File: config.mk
export PLATFORM = sky130hd
export DESIGN_NAME = dpw_cell
export DESIGN_NICKNAME = d
export VERILOG_FILES = /design/src/assert_macros.svh /design/src/dpw_pkg.sv /design/src/dpw_cell.sv
export SDC_FILE = /design/constraint.sdc
export NUM_CORES = 1
export LEC_CHECK = 0
export BUFFER_PORTS_ARGS = -buffer_cell sky130_fd_sc_hd__clkbuf_2
export CELL_PAD_IN_SITES_DETAIL_PLACEMENT = 1
export CELL_PAD_IN_SITES_GLOBAL_PLACEMENT = 2
export CORE_MARGIN = 2
export CORE_UTILIZATION = 25
export DETAILED_ROUTE_END_ITERATION = 16
export GPL_ROUTABILITY_DRIVEN = 0
export GPL_TIMING_DRIVEN = 1
export PLACE_DENSITY = 0.75
export REMOVE_ABC_BUFFERS = 1
export SLEW_MARGIN = 20
export SYNTH_ARGS = -nofsm -noshare
export SYNTH_HDL_FRONTEND = slang
export SYNTH_SLANG_ARGS = --single-unit
File: constraint.sdc
create_clock -name clk -period 5.06 [get_ports clk]
set_clock_uncertainty 0.2 [all_clocks]
set_input_delay 0.759 -clock clk [delete_from_list [all_inputs] [get_ports clk]]
set_output_delay 0.759 -clock clk [all_outputs]
set_load 0.005 [all_outputs]
File: src/assert_macros.svh
// assertion macros shared by the dib pixel writer rtl
`ifndef ASSERT_MACROS_SVH
`define ASSERT_MACROS_SVH

// same-cycle implication, sampled on clk, off while rst is high
`define DPW_ASSERT_IMPL(lbl, pre, post, msg) \
  lbl: assert property (@(posedge clk) disable iff (rst) (pre) |-> (post)) else $error(msg);

// next-cycle implication, sampled on clk, off while rst is high
`define DPW_ASSERT_NEXT(lbl, pre, post, msg) \
  lbl: assert property (@(posedge clk) disable iff (rst) (pre) |=> (post)) else $error(msg);

`endif

File: src/dpw_pkg.sv
// types, codes and constants of the dib pixel writer
package dpw_pkg;

  localparam int ADDR_W    = 26;
  localparam int GEOM_W    = 13;
  localparam int DEPTH_W   = 3;
  localparam int POS_W     = 12;
  localparam int CHAN_W    = 8;
  localparam int RGB_W     = 3 * CHAN_W;
  localparam int PIDX_W    = 8;
  localparam int LIM_W     = 9;
  localparam int CFG_IDX_W = 2;

  localparam int DEF_MAX_WIDTH     = 4096;
  localparam int DEF_MAX_HEIGHT    = 4096;
  localparam int DEF_PALETTE_DEPTH = 256;

  // palette entries searched at each indexed depth
  localparam logic [LIM_W-1:0] PAL_N_1BPP = 9'd2;
  localparam logic [LIM_W-1:0] PAL_N_4BPP = 9'd16;
  localparam logic [LIM_W-1:0] PAL_N_8BPP = 9'd216;

  localparam logic [CHAN_W-1:0] MASK_HI_NIBBLE = 8'hF0;
  localparam logic [CHAN_W-1:0] MASK_LO_NIBBLE = 8'h0F;
  localparam logic [CHAN_W-1:0] MASK_FULL      = 8'hFF;

  // depth_code values
  localparam logic [DEPTH_W-1:0] DEPTH_1BPP  = 3'd0;
  localparam logic [DEPTH_W-1:0] DEPTH_4BPP  = 3'd1;
  localparam logic [DEPTH_W-1:0] DEPTH_8BPP  = 3'd2;
  localparam logic [DEPTH_W-1:0] DEPTH_16BPP = 3'd3;
  localparam logic [DEPTH_W-1:0] DEPTH_24BPP = 3'd4;
  localparam logic [DEPTH_W-1:0] DEPTH_32BPP = 3'd5;

  // cmd values
  localparam logic CMD_LOAD  = 1'b0;
  localparam logic CMD_PIXEL = 1'b1;

  // configuration register indexes
  localparam logic [CFG_IDX_W-1:0] REG_IMAGE_WIDTH  = 2'd0;
  localparam logic [CFG_IDX_W-1:0] REG_IMAGE_HEIGHT = 2'd1;
  localparam logic [CFG_IDX_W-1:0] REG_DEPTH_CODE   = 2'd2;

  typedef enum logic [2:0] {
    ST_IDLE,
    ST_CALC,
    ST_MUL,
    ST_SEARCH,
    ST_EMIT
  } state_t;

  // search token walking down the palette cells
  typedef struct packed {
    logic              valid;
    logic              hit;
    logic [PIDX_W-1:0] index;
  } search_tok_t;

  // stage enables of the address generator
  typedef struct packed {
    logic calc_en;
    logic mul_en;
  } addr_ctrl_t;

endpackage

File: src/dpw_cell.sv
// one palette cell: holds one entry and checks the passing search token
module dpw_cell
  import dpw_pkg::*;
#(
  parameter int CELL_INDEX = 0
) (
  input  logic              clk,
  input  logic              rst,
  input  logic              load_en,
  input  logic [PIDX_W-1:0] load_index,
  input  logic [RGB_W-1:0]  load_rgb,
  input  logic [RGB_W-1:0]  search_rgb,
  input  logic [LIM_W-1:0]  search_lim,
  input  search_tok_t       prev_tok,
  output search_tok_t       tok
);

  localparam logic [PIDX_W-1:0] MY_INDEX = PIDX_W'(CELL_INDEX);
  localparam logic [LIM_W-1:0]  MY_RANK  = LIM_W'(CELL_INDEX);

  logic [RGB_W-1:0] entry;
  logic             match;
  search_tok_t      tok_next;

  always_ff @(posedge clk) begin
    if (load_en && (load_index == MY_INDEX)) begin
      entry <= load_rgb;
    end
  end

  assign match = (entry == search_rgb) && (MY_RANK < search_lim);

  // first hit from the top wins, later cells pass it on
  always_comb begin
    tok_next = prev_tok;
    if (prev_tok.valid && !prev_tok.hit && match) begin
      tok_next.hit   = 1'b1;
      tok_next.index = MY_INDEX;
    end
  end

  always_ff @(posedge clk) begin
    if (rst) begin
      tok <= '0;
    end else begin
      tok <= tok_next;
    end
  end

endmodule

==> metrics.md <==
| Metric | Value |
|---|---|
| Synth Area in Adders | 0 |
| Net Sw Frac | 0.211 |
| Area Growth Syn to Fin | 44.8% |
| Clock transition at the registers of the reported paths | 70 ps |
| Synth top area share | 0.520 |
| Drt via density | between 4 and 5 |
| Period minus WS final | 2250 ps |
| Core footprint | 5440 um2 |
| Final instance area | 2010 um2 |
| #FFs+latches synth | 34 |
| Area of the multi-input gates | 468 um2 |
| Worst rel slew slack | 0.619 |
| Vias in the first global route | roughly 1.2k |
| ANT nets after route | 0 |
| Die area | around 6200 um2 |
| Syn_area_per_cell | 14.7 um2 |
| Status | completed |
| Post-synthesis mux area share | 0 |
| Pre-antenna DRT Iters | 2 |
| GRT Overall Usage | 0.110 |
| GR Overflow Total | 0 |
| Final std cells w/o fill | 262 |
| Post-CTS Hold Buffers | 0 |
| Clk buf depth | 2 |
| Max Fclk | 444 MHz |
| Root buf cell | clkbuf_8 |
| Final Slew Violations | 0 |
| Reg2Reg Setup Slack | roughly 3300 ps |
| Layout cells sized above 1 | 0.526 |
| VDD IR max | about 0.00011 V |
| RR Endpoint | tok[8] |
| Placed Area | 1930 um2 |
| Total power | 0.545 mW |
| Largest stage delay on the critical path | approximately 420 ps |
| Synth Area in Simple Gates | 0.125 |
| Leakage power | 0.837 nW |
| CTS tree | built |
| Cell variety after synth | 18 |
| H-tree depth | 2 |
| Num rows | 27 |
| Starting Density | 0.255 |
| Xor/xnor share of the synthesized area | 0.152 |
| Clock Power Share | 0.342 |
| Clk sink count | 34 |
| WL final | 3110 um |
| FF+latch area | 921 um2 |
| # diodes | 0 |
| Worst EP arrival | 2020 ps |
| Number of port buffers | 87 |
| RSZ-0062 raised after global routing | false |
| Main combinational cell family by area after synthesis | XOR/XNOR gates |
| Tightest Pin Transition | 572 ps |
| CP Cell Sequence | clkbuf_2, nor4_1, nand3b_1, nor4_2, buf_4 |
| Initial antenna violation count | 0 |
| Via count | 1,078 |
| Final setup fails | 0 |
| Die width | 78.5 um |
| Critical path class | input pin to register |
| Clk Latency, worst-skew pair | between 200 and 300 ps |
| Synth area leader | edfxtp_1 |
| Net Switching | 0.115 mW |
| Drt first-iter violations | 16 |
| Flop pwr share | 0.556 |
| Die Ht | 78.5 um |
| # fillers | ~640 |
| Internal power | 0.430 mW |
| Synth Area in Compound Gates | 0.0560 |
| Max cap viols | 0 |
| DRC viols | 0 |
| YS warnings | 0 |
| Cell Area, Synth | 1390 um2 |
| Post-Syn Instances | 94 |
| Total negative slack | 0 ps |
| R2R depth | 4 |
| Hold WC Path Type | input pin to register |
| Worst Path Required | 4820 ps |
| Largest net degree at the start of global routing | 21 |
| Top Ports | 88 |
| Comb power frac | 0.102 |
| PwrDens | roughly 270 nW/um2 |
| Inst Count DP | 254 |
| Seq/Total Area, Yosys | 0.664 |
| WL per Instance | about 12 um |
| CP max stage cell | nor4_2 |
| First-pass GRT wire length | roughly 5100 um |
| Critical path fanouts, max | 20 |
| Critical Path Start Type | input pin |
| Tcrit/Tclk final | 0.445 |
| Number of CTS-inserted buffers | 5 |
| Setup Fix Bufs, Post-CTS | 0 |
| Worst Setup EP | entry[6] |
| Post-CTS resize count | 0 |
| Main area contributors after synthesis | edfxtp_1, xnor2_1, dfxtp_1 |
| Setup crit start | load_index[1] |
| Hold Vio Cnt, Final | 0 |
| Final nets | 267 |
| CP Capture Type | register |
| R2r startpoint | entry[20] |
-- power groups by stage --
| stage | clock, mW | combinational, mW | sequential [mW] |
|---|---|---|---|
| 4_1_cts | 0.197 | 0.0567 | 0.303 |
| 2_1_floorplan | 0 | 0.0163 | 0.310 |
| 5_1_grt | 0.211 | 0.0619 | 0.303 |
| 3_3_place_gp | 0 | 0.0556 | 0.309 |
| 3_5_place_dp | 0 | 0.0566 | 0.309 |
| 6_report | 0.186 | 0.0554 | 0.303 |
-- cell usage in the layout, fill, tap and decap left out --
| cell | Yosys | layout |
|---|---|---|
| clkbuf_2 | 0 | 87 |
| xnor2_1 | 24 | 24 |
| edfxtp_1 | 24 | 24 |
| dfxtp_1 | 10 | 10 |
| nand2_1 | 8 | 8 |
| a21oi_1 | 8 | 8 |
| nand4_1 | 5 | 5 |
| clkbuf_8 | 0 | 5 |
| nand3b_1 | 2 | 2 |
| nor3_4 | 2 | 2 |
| nor4_1 | 2 | 1 |
| nor4_2 | 0 | 1 |
| or4_4 | 1 | 1 |
| nand3_1 | 1 | 1 |
| a2111oi_4 | 1 | 1 |
| nor4_4 | 1 | 1 |
| inv_1 | 1 | 1 |
| nor2b_1 | 1 | 1 |
| nor2_1 | 1 | 1 |
| nor3_1 | 1 | 1 |
| a32o_1 | 1 | 1 |
| clkbuf_1 | 0 | 1 |
| clkinv_2 | 0 | 1 |
| clkinv_1 | 0 | 1 |
| buf_4 | 0 | 1 |
-- cells in the mapped netlist --
cell type and n:
nor4_4 1, nor3_1 1, nor4_1 2, nand3_1 1, dfxtp_1 10, nand3b_1 2, nor3_4 2, nand4_1 5
nor2b_1 1, a21oi_1 8, nand2_1 8, a2111oi_4 1, or4_4 1, edfxtp_1 24, inv_1 1, a32o_1 1
nor2_1 1, xnor2_1 24
-- logic make-up (layout without fill, tap and decap cells) --
kind of cell	count (synthesis)	after routing
simple gates	25	25
buf+inv	1	97
xor+xnor	24	24
flops	34	34
compound gates	10	10
-- worst max-delay path: cells and delay by family --
family | cells | cell delay [ps]
and+or+nand+nor | 3 | 800
buffers and inverters | 2 | 460
-- final cells by class --
cell class,count,share of cell area
Timing Repair Buffer,88,0.221
Clock inverter,2,0.00436
Multi-Input combinational cell,59,0.233
Inverter,1,0.00187
Clock buffer,6,0.0362
Sequential cell,34,0.459
Tap cell,72,0.0449
-- layer usage --
layer	vias to the layer above	global-route usage	part of all wire
met2	57	0.176	0.49
li1	532	-	-
met3	6	0.0575	0.12
met5	-	0	0
met1	483	0.121	0.37
met4	0	0.0526	0.019
-- metrics by stage --
| step | util | hold WS [ps] | setup WS (ps) |
|---|---|---|---|
| floorplan | - | 486 | 963 |
| global placement | 0.354 | 551 | 2540 |
| detailed placement | 0.354 | 550 | 2470 |
| CTS | 0.369 | 437 | 2770 |
| global route | 0.369 | 436 | 2630 |
| finish | 0.369 | 447 | 2810 |
-- flip-flops by register name (all words and copies together), names as in the netlist --
register and flops:
entry 24, tok 10
-- worst min path at each step --
stage / from / to / depth (start not counted)
final: load_rgb[19] / entry[19] / 1
after global routing: load_rgb[7] / entry[7] / 1
after CTS: load_rgb[1] / entry[1] / 1
after detailed placement: entry[7] / tok[2] / 4
after global placement: entry[7] / tok[3] / 4
after floorplan: entry[10] / tok[0] / 4
No activity file was read; power rests on OpenSTA's default activity.
