<file path="config.mk">
export PLATFORM = sky130hd
export DESIGN_NAME = dpw_addr_gen
export DESIGN_NICKNAME = d
export VERILOG_FILES = /design/src/assert_macros.svh /design/src/dpw_pkg.sv /design/src/dpw_addr_gen.sv
export SDC_FILE = /design/constraint.sdc
export NUM_CORES = 1
export LEC_CHECK = 0
export BUFFER_PORTS_ARGS = -buffer_cell sky130_fd_sc_hd__buf_2
export CORE_ASPECT_RATIO = 0.75
export CORE_MARGIN = 1
export CORE_UTILIZATION = 35
export DETAILED_ROUTE_END_ITERATION = 10
export SETUP_SLACK_MARGIN = 0.4
export SYNTH_ARGS = -nofsm -noshare
export SYNTH_HDL_FRONTEND = slang
export SYNTH_SLANG_ARGS = --single-unit
</file>
<file path="constraint.sdc">
create_clock -name clk -period 7.5 [get_ports clk]
set_clock_uncertainty 0.15 [all_clocks]
set_input_delay 1.5 -clock clk [delete_from_list [all_inputs] [get_ports clk]]
set_output_delay 1.5 -clock clk [all_outputs]
set_load 0.05 [all_outputs]
</file>
<file path="src/assert_macros.svh">
// assertion macros shared by the dib pixel writer rtl
`ifndef ASSERT_MACROS_SVH
`define ASSERT_MACROS_SVH

// same-cycle implication, sampled on clk, off while rst is high
`define DPW_ASSERT_IMPL(lbl, pre, post, msg) \
  lbl: assert property (@(posedge clk) disable iff (rst) (pre) |-> (post)) else $error(msg);

// next-cycle implication, sampled on clk, off while rst is high
`define DPW_ASSERT_NEXT(lbl, pre, post, msg) \
  lbl: assert property (@(posedge clk) disable iff (rst) (pre) |=> (post)) else $error(msg);

`endif

</file>
<file path="src/dpw_pkg.sv">
// types, codes and constants of the dib pixel writer
package dpw_pkg;

  localparam int ADDR_W    = 26;
  localparam int GEOM_W    = 13;
  localparam int DEPTH_W   = 3;
  localparam int POS_W     = 12;
  localparam int CHAN_W    = 8;
  localparam int RGB_W     = 3 * CHAN_W;
  localparam int PIDX_W    = 8;
  localparam int LIM_W     = 9;
  localparam int CFG_IDX_W = 2;

  localparam int DEF_MAX_WIDTH     = 4096;
  localparam int DEF_MAX_HEIGHT    = 4096;
  localparam int DEF_PALETTE_DEPTH = 256;

  // palette entries searched at each indexed depth
  localparam logic [LIM_W-1:0] PAL_N_1BPP = 9'd2;
  localparam logic [LIM_W-1:0] PAL_N_4BPP = 9'd16;
  localparam logic [LIM_W-1:0] PAL_N_8BPP = 9'd216;

  localparam logic [CHAN_W-1:0] MASK_HI_NIBBLE = 8'hF0;
  localparam logic [CHAN_W-1:0] MASK_LO_NIBBLE = 8'h0F;
  localparam logic [CHAN_W-1:0] MASK_FULL      = 8'hFF;

  // depth_code values
  localparam logic [DEPTH_W-1:0] DEPTH_1BPP  = 3'd0;
  localparam logic [DEPTH_W-1:0] DEPTH_4BPP  = 3'd1;
  localparam logic [DEPTH_W-1:0] DEPTH_8BPP  = 3'd2;
  localparam logic [DEPTH_W-1:0] DEPTH_16BPP = 3'd3;
  localparam logic [DEPTH_W-1:0] DEPTH_24BPP = 3'd4;
  localparam logic [DEPTH_W-1:0] DEPTH_32BPP = 3'd5;

  // cmd values
  localparam logic CMD_LOAD  = 1'b0;
  localparam logic CMD_PIXEL = 1'b1;

  // configuration register indexes
  localparam logic [CFG_IDX_W-1:0] REG_IMAGE_WIDTH  = 2'd0;
  localparam logic [CFG_IDX_W-1:0] REG_IMAGE_HEIGHT = 2'd1;
  localparam logic [CFG_IDX_W-1:0] REG_DEPTH_CODE   = 2'd2;

  typedef enum logic [2:0] {
    ST_IDLE,
    ST_CALC,
    ST_MUL,
    ST_SEARCH,
    ST_EMIT
  } state_t;

  // search token walking down the palette cells
  typedef struct packed {
    logic              valid;
    logic              hit;
    logic [PIDX_W-1:0] index;
  } search_tok_t;

  // stage enables of the address generator
  typedef struct packed {
    logic calc_en;
    logic mul_en;
  } addr_ctrl_t;

endpackage

</file>
<file path="src/dpw_addr_gen.sv">
// row stride, range check and byte address of a pixel, two register stages
module dpw_addr_gen
  import dpw_pkg::*;
#(
  parameter int MAX_WIDTH  = DEF_MAX_WIDTH,
  parameter int MAX_HEIGHT = DEF_MAX_HEIGHT
) (
  input  logic               clk,
  input  addr_ctrl_t         ctrl,
  input  logic [GEOM_W-1:0]  image_width,
  input  logic [GEOM_W-1:0]  image_height,
  input  logic [DEPTH_W-1:0] depth_code,
  input  logic [POS_W-1:0]   pixel_row,
  input  logic [POS_W-1:0]   pixel_col,
  output logic [ADDR_W-1:0]  base_addr,
  output logic               out_of_range
);

  localparam int WW       = $clog2(MAX_WIDTH + 1);
  localparam int HW       = $clog2(MAX_HEIGHT + 1);
  localparam int SUM_W    = WW + 6;
  localparam int STRIDE_W = WW + 3;
  localparam int COFF_W   = POS_W + 2;
  localparam int PROD_W   = HW + STRIDE_W;

  logic [WW-1:0]       w_sat;
  logic [HW-1:0]       h_sat;
  logic [SUM_W-1:0]    row_bits;
  logic [SUM_W-1:0]    row_bits_rnd;
  logic                depth_bad;
  logic [COFF_W-1:0]   col_off_next;
  logic [STRIDE_W-1:0] stride_next;
  logic [HW-1:0]       diff_next;
  logic                oor_next;

  logic [STRIDE_W-1:0] stride;
  logic [HW-1:0]       diff;
  logic [COFF_W-1:0]   col_off;
  logic [PROD_W-1:0]   prod;

  assign w_sat = (32'(image_width) > 32'(MAX_WIDTH)) ? WW'(MAX_WIDTH) : WW'(image_width);
  assign h_sat = (32'(image_height) > 32'(MAX_HEIGHT)) ? HW'(MAX_HEIGHT) : HW'(image_height);

  always_comb begin
    depth_bad = 1'b0;
    case (depth_code)
      DEPTH_1BPP: begin
        row_bits     = SUM_W'(w_sat);
        col_off_next = COFF_W'(pixel_col) >> 3;
      end
      DEPTH_4BPP: begin
        row_bits     = SUM_W'(w_sat) << 2;
        col_off_next = COFF_W'(pixel_col) >> 1;
      end
      DEPTH_8BPP: begin
        row_bits     = SUM_W'(w_sat) << 3;
        col_off_next = COFF_W'(pixel_col);
      end
      DEPTH_16BPP: begin
        row_bits     = SUM_W'(w_sat) << 4;
        col_off_next = COFF_W'(pixel_col) << 1;
      end
      DEPTH_24BPP: begin
        row_bits     = (SUM_W'(w_sat) << 4) + (SUM_W'(w_sat) << 3);
        col_off_next = (COFF_W'(pixel_col) << 1) + COFF_W'(pixel_col);
      end
      DEPTH_32BPP: begin
        row_bits     = SUM_W'(w_sat) << 5;
        col_off_next = COFF_W'(pixel_col) << 2;
      end
      default: begin
        row_bits     = '0;
        col_off_next = '0;
        depth_bad    = 1'b1;
      end
    endcase
  end

  // round up to whole 32-bit words, then count bytes
  assign row_bits_rnd = row_bits + SUM_W'(31);
  assign stride_next  = {row_bits_rnd[SUM_W-1:5], 2'b00};

  // bottom-up buffer: image row 0 is the last stored row
  assign diff_next = h_sat - HW'(pixel_row) - HW'(1);
  assign oor_next  = depth_bad || (32'(pixel_row) >= 32'(h_sat))
                     || (32'(pixel_col) >= 32'(w_sat));

  always_ff @(posedge clk) begin
    if (ctrl.calc_en) begin
      stride       <= stride_next;
      diff         <= diff_next;
      col_off      <= col_off_next;
      out_of_range <= oor_next;
    end
  end

  assign prod = PROD_W'(diff) * PROD_W'(stride);

  always_ff @(posedge clk) begin
    if (ctrl.mul_en) begin
      base_addr <= ADDR_W'(prod) + ADDR_W'(col_off);
    end
  end

endmodule

</file>
==> impl_metrics.toml <==
[synthesis]
syn_inst = 1338
async_flop_share_pct = 0
synth_nets = 1656
netlist.area_leader.share_pct = 22.32
synth.distinct_cells = 71
synth_area_leader_cell = "fa_1"
synthFlopType = "edfxtp_1"
synth_warnings = 0
synthTopCellsByCount = "inv_1 (231), fa_1 (134), nand2_1 (134)"
ys_seq_area_share_pct = 16.99
synth_most_common_cell = "inv_1"
synth_edf_count = 68
ys_ff_latch = 68
syn_avg_cell_area_sq_um = 8.983
synth_area_sq_mm = 0.01202
ys_top_cells_by_area = "fa_1 (22%), edfxtp_1 (17%), ha_1 (13%)"

[grt]
grt_max_degree = 43
first_global_vias = 9246
antenna_found_initial = 0
overflow = 0
use_met3_pct = 3.193
grt_pass1_wl_microns = 47610
grt_use_total_pct = 16.99
use_met1_pct = 24.60
busiest_layer = "met2"
use_met2_pct = 26.09

[timing]
setup_viol = 0
slew_headroom_pct = 31.49
finalSetupTns_ns = 0
tightest_slew_ns = 1.028
postLayoutSetupSlackWorst_ns = 0.7331
rsz0062_at_grt = "false"
timing.final.max_slew_violations = 0
period_minus_slack_ns = 6.767
finalCritPeriodShare_pct = 90.23
clock.fmax_mhz = 147.8
hold_viol_final = 0

[worst_setup_path]
startpoint_type = "flip-flop"
cp-end-kind = "flip-flop"
crit_fanout = 13
arrival_ns = 6.73
reg2reg_slack_ns = 0.73
crit_required_ns = 7.47
path_class = "flip-flop to flip-flop"

[floorplanning]
start_util_pct = 35.69
fp.coreArea_sq_mm = 0.03367
io_pins = 83
die_w_microns = 216.0
die-height_microns = 162.5
std_cell_rows = 58
design.die.area_sq_mm = 0.03509

[clocking]
clk_path_buf_depth = 2
clkTransAtPathRegs_ns = 0.07
cts_tree = "done"
numCtsBuffers = 9
cts_root_buf = "clkbuf_16"
post_cts_buffers = 0
clk_latency_ns = 0.35
clock-sinks = 68
h-tree-depth = 3

[detailed_routing]
drt_first_pass_iters = 7
drtIter0Drc = 626
wire_per_inst_microns = 15.09
drc_errors = 0
ant_nets = 0
routed_via_density = 5.005
vias = 9234
wl_microns = 27850

[placed_design]
preCtsSetupSlack_ns = 0.5757
gp_congestion = 0.8551
dpl-instance-area_sq_mm = 0.01284
io_buffer_count = 82
dp_hpwl_microns = 22820

[outcome]
run_status = "finished clean"

[finish]
drive_gt1_share_pct = 9.391
diodes = 0
fin_area_sq_mm = 0.01317
syn_to_final_growth_pct = 9.577
nets = 1708

[hold_path]
hold_path.class = "flip-flop to flip-flop"

[job]
maxCapViolations = 0
layout make-up:
type / instances / area, sq um
fillers: 3393 / 20500
well taps: 450 / 563.0
repair buffers: 92 / 485.5
clock inverters: 7 / 98.84
clock buffers: 9 / 225.2
multi-input cells: 988 / 8889
flip-flops and latches: 68 / 2042
inverters: 231 / 867.1
registers in the layout, summed over array words and instances (netlist names):
signal        flops
base_addr        26
col_off          14
diff             13
out_of_range      1
stride           14
metrics by stage:
step,std cells,util (%),hold slack [ns]
detailed placement,1829,38.14,0.2545
floorplan,1338,-,0.2503
global route,1845,39.11,0.2926
CTS,1845,39.10,0.2687
finish,1845,39.11,0.2691
global placement,1829,38.14,0.2509
cell families (layout without fill, tap and decap cells):
family	after synthesis	after routing	synth area share, %
XOR/XNOR	83	83	6.048
buffers and inverters	282	339	9.098
flip-flops	68	68	16.99
AND/OR/NAND/NOR	374	374	16.12
multiplexers	28	28	2.863
adder cells (fa/ha/maj)	262	262	35.64
other	1	1	0.03120
AO/OA/AOI/OAI	240	240	13.21
layout by cell type, fill, tap and decap left out, drive strengths merged, types with 3 or more instances in the layout:
master | netlist | layout
inv | 231 | 232
nand2 | 134 | 134
fa | 134 | 134
ha | 128 | 128
buf | 16 | 92
and2 | 81 | 81
a21oi | 69 | 69
edfxtp | 68 | 68
xnor2 | 61 | 61
o21ai | 50 | 50
nor2 | 41 | 41
nor2b | 25 | 25
nand3 | 24 | 24
a21o | 22 | 22
xor2 | 22 | 22
mux2i | 22 | 22
nand2b | 21 | 21
nor3 | 13 | 13
o21bai | 13 | 13
nand4 | 10 | 10
a211oi | 10 | 10
clkbuf | 35 | 9
a31oi | 9 | 9
o22ai | 8 | 8
a211o | 8 | 8
o21a | 7 | 7
o211ai | 6 | 6
nor3b | 6 | 6
mux4 | 5 | 5
and3 | 5 | 5
a22oi | 4 | 4
a221o | 4 | 4
a31o | 4 | 4
a2111oi | 4 | 4
clkinv | 0 | 4
o22a | 3 | 3
o32ai | 3 | 3
o211a | 3 | 3
metal layers:
| metal | routed length, microns | vias up |
|---|---|---|
| li1 | - | 4529 |
| met1 | 13880 | 4434 |
| met2 | 11900 | 244 |
| met3 | 1699 | 27 |
| met4 | 363 | 0 |
| met5 | 0 | - |
worst max-delay path, stage by stage (launching register included):
cell and delay, ns:
edfxtp_1 0.58, and2_1 0.25, fa_1 0.54, inv_1 0.06, fa_1 0.52, inv_1 0.05
fa_1 0.51, fa_1 0.51, inv_1 0.06, fa_1 0.53, inv_1 0.04, ha_1 0.38
a2111oi_4 0.39, o21ai_2 0.14, a311o_1 0.37, or3b_4 0.42, a31oi_4 0.22, nand3_4 0.11
nor3b_2 0.37, nand4_1 0.17, xnor2_1 0.16
what timing repair did:
item,4_1_cts,5_1_grt
hold buffers,0,0
gates resized for setup,0,2
endpoints found under the setup margin,0,4
final timing paths:
path | end | depth (start not counted) | startpoint
setup / recovery | base_addr[23]$_DFFE_PP_ | 20 | stride[10]$_DFFE_PP_
hold / removal | base_addr[1]$_DFFE_PP_ | 0 | col_off[1]$_DFFE_PP_
setup reg to reg | base_addr[23]$_DFFE_PP_ | 20 | stride[10]$_DFFE_PP_
hold reg to reg | base_addr[1]$_DFFE_PP_ | 0 | col_off[1]$_DFFE_PP_
Power is left out: the tool's default activity adds up to more than one toggle a clock period on the data nets, which glitch-free logic cannot reach.
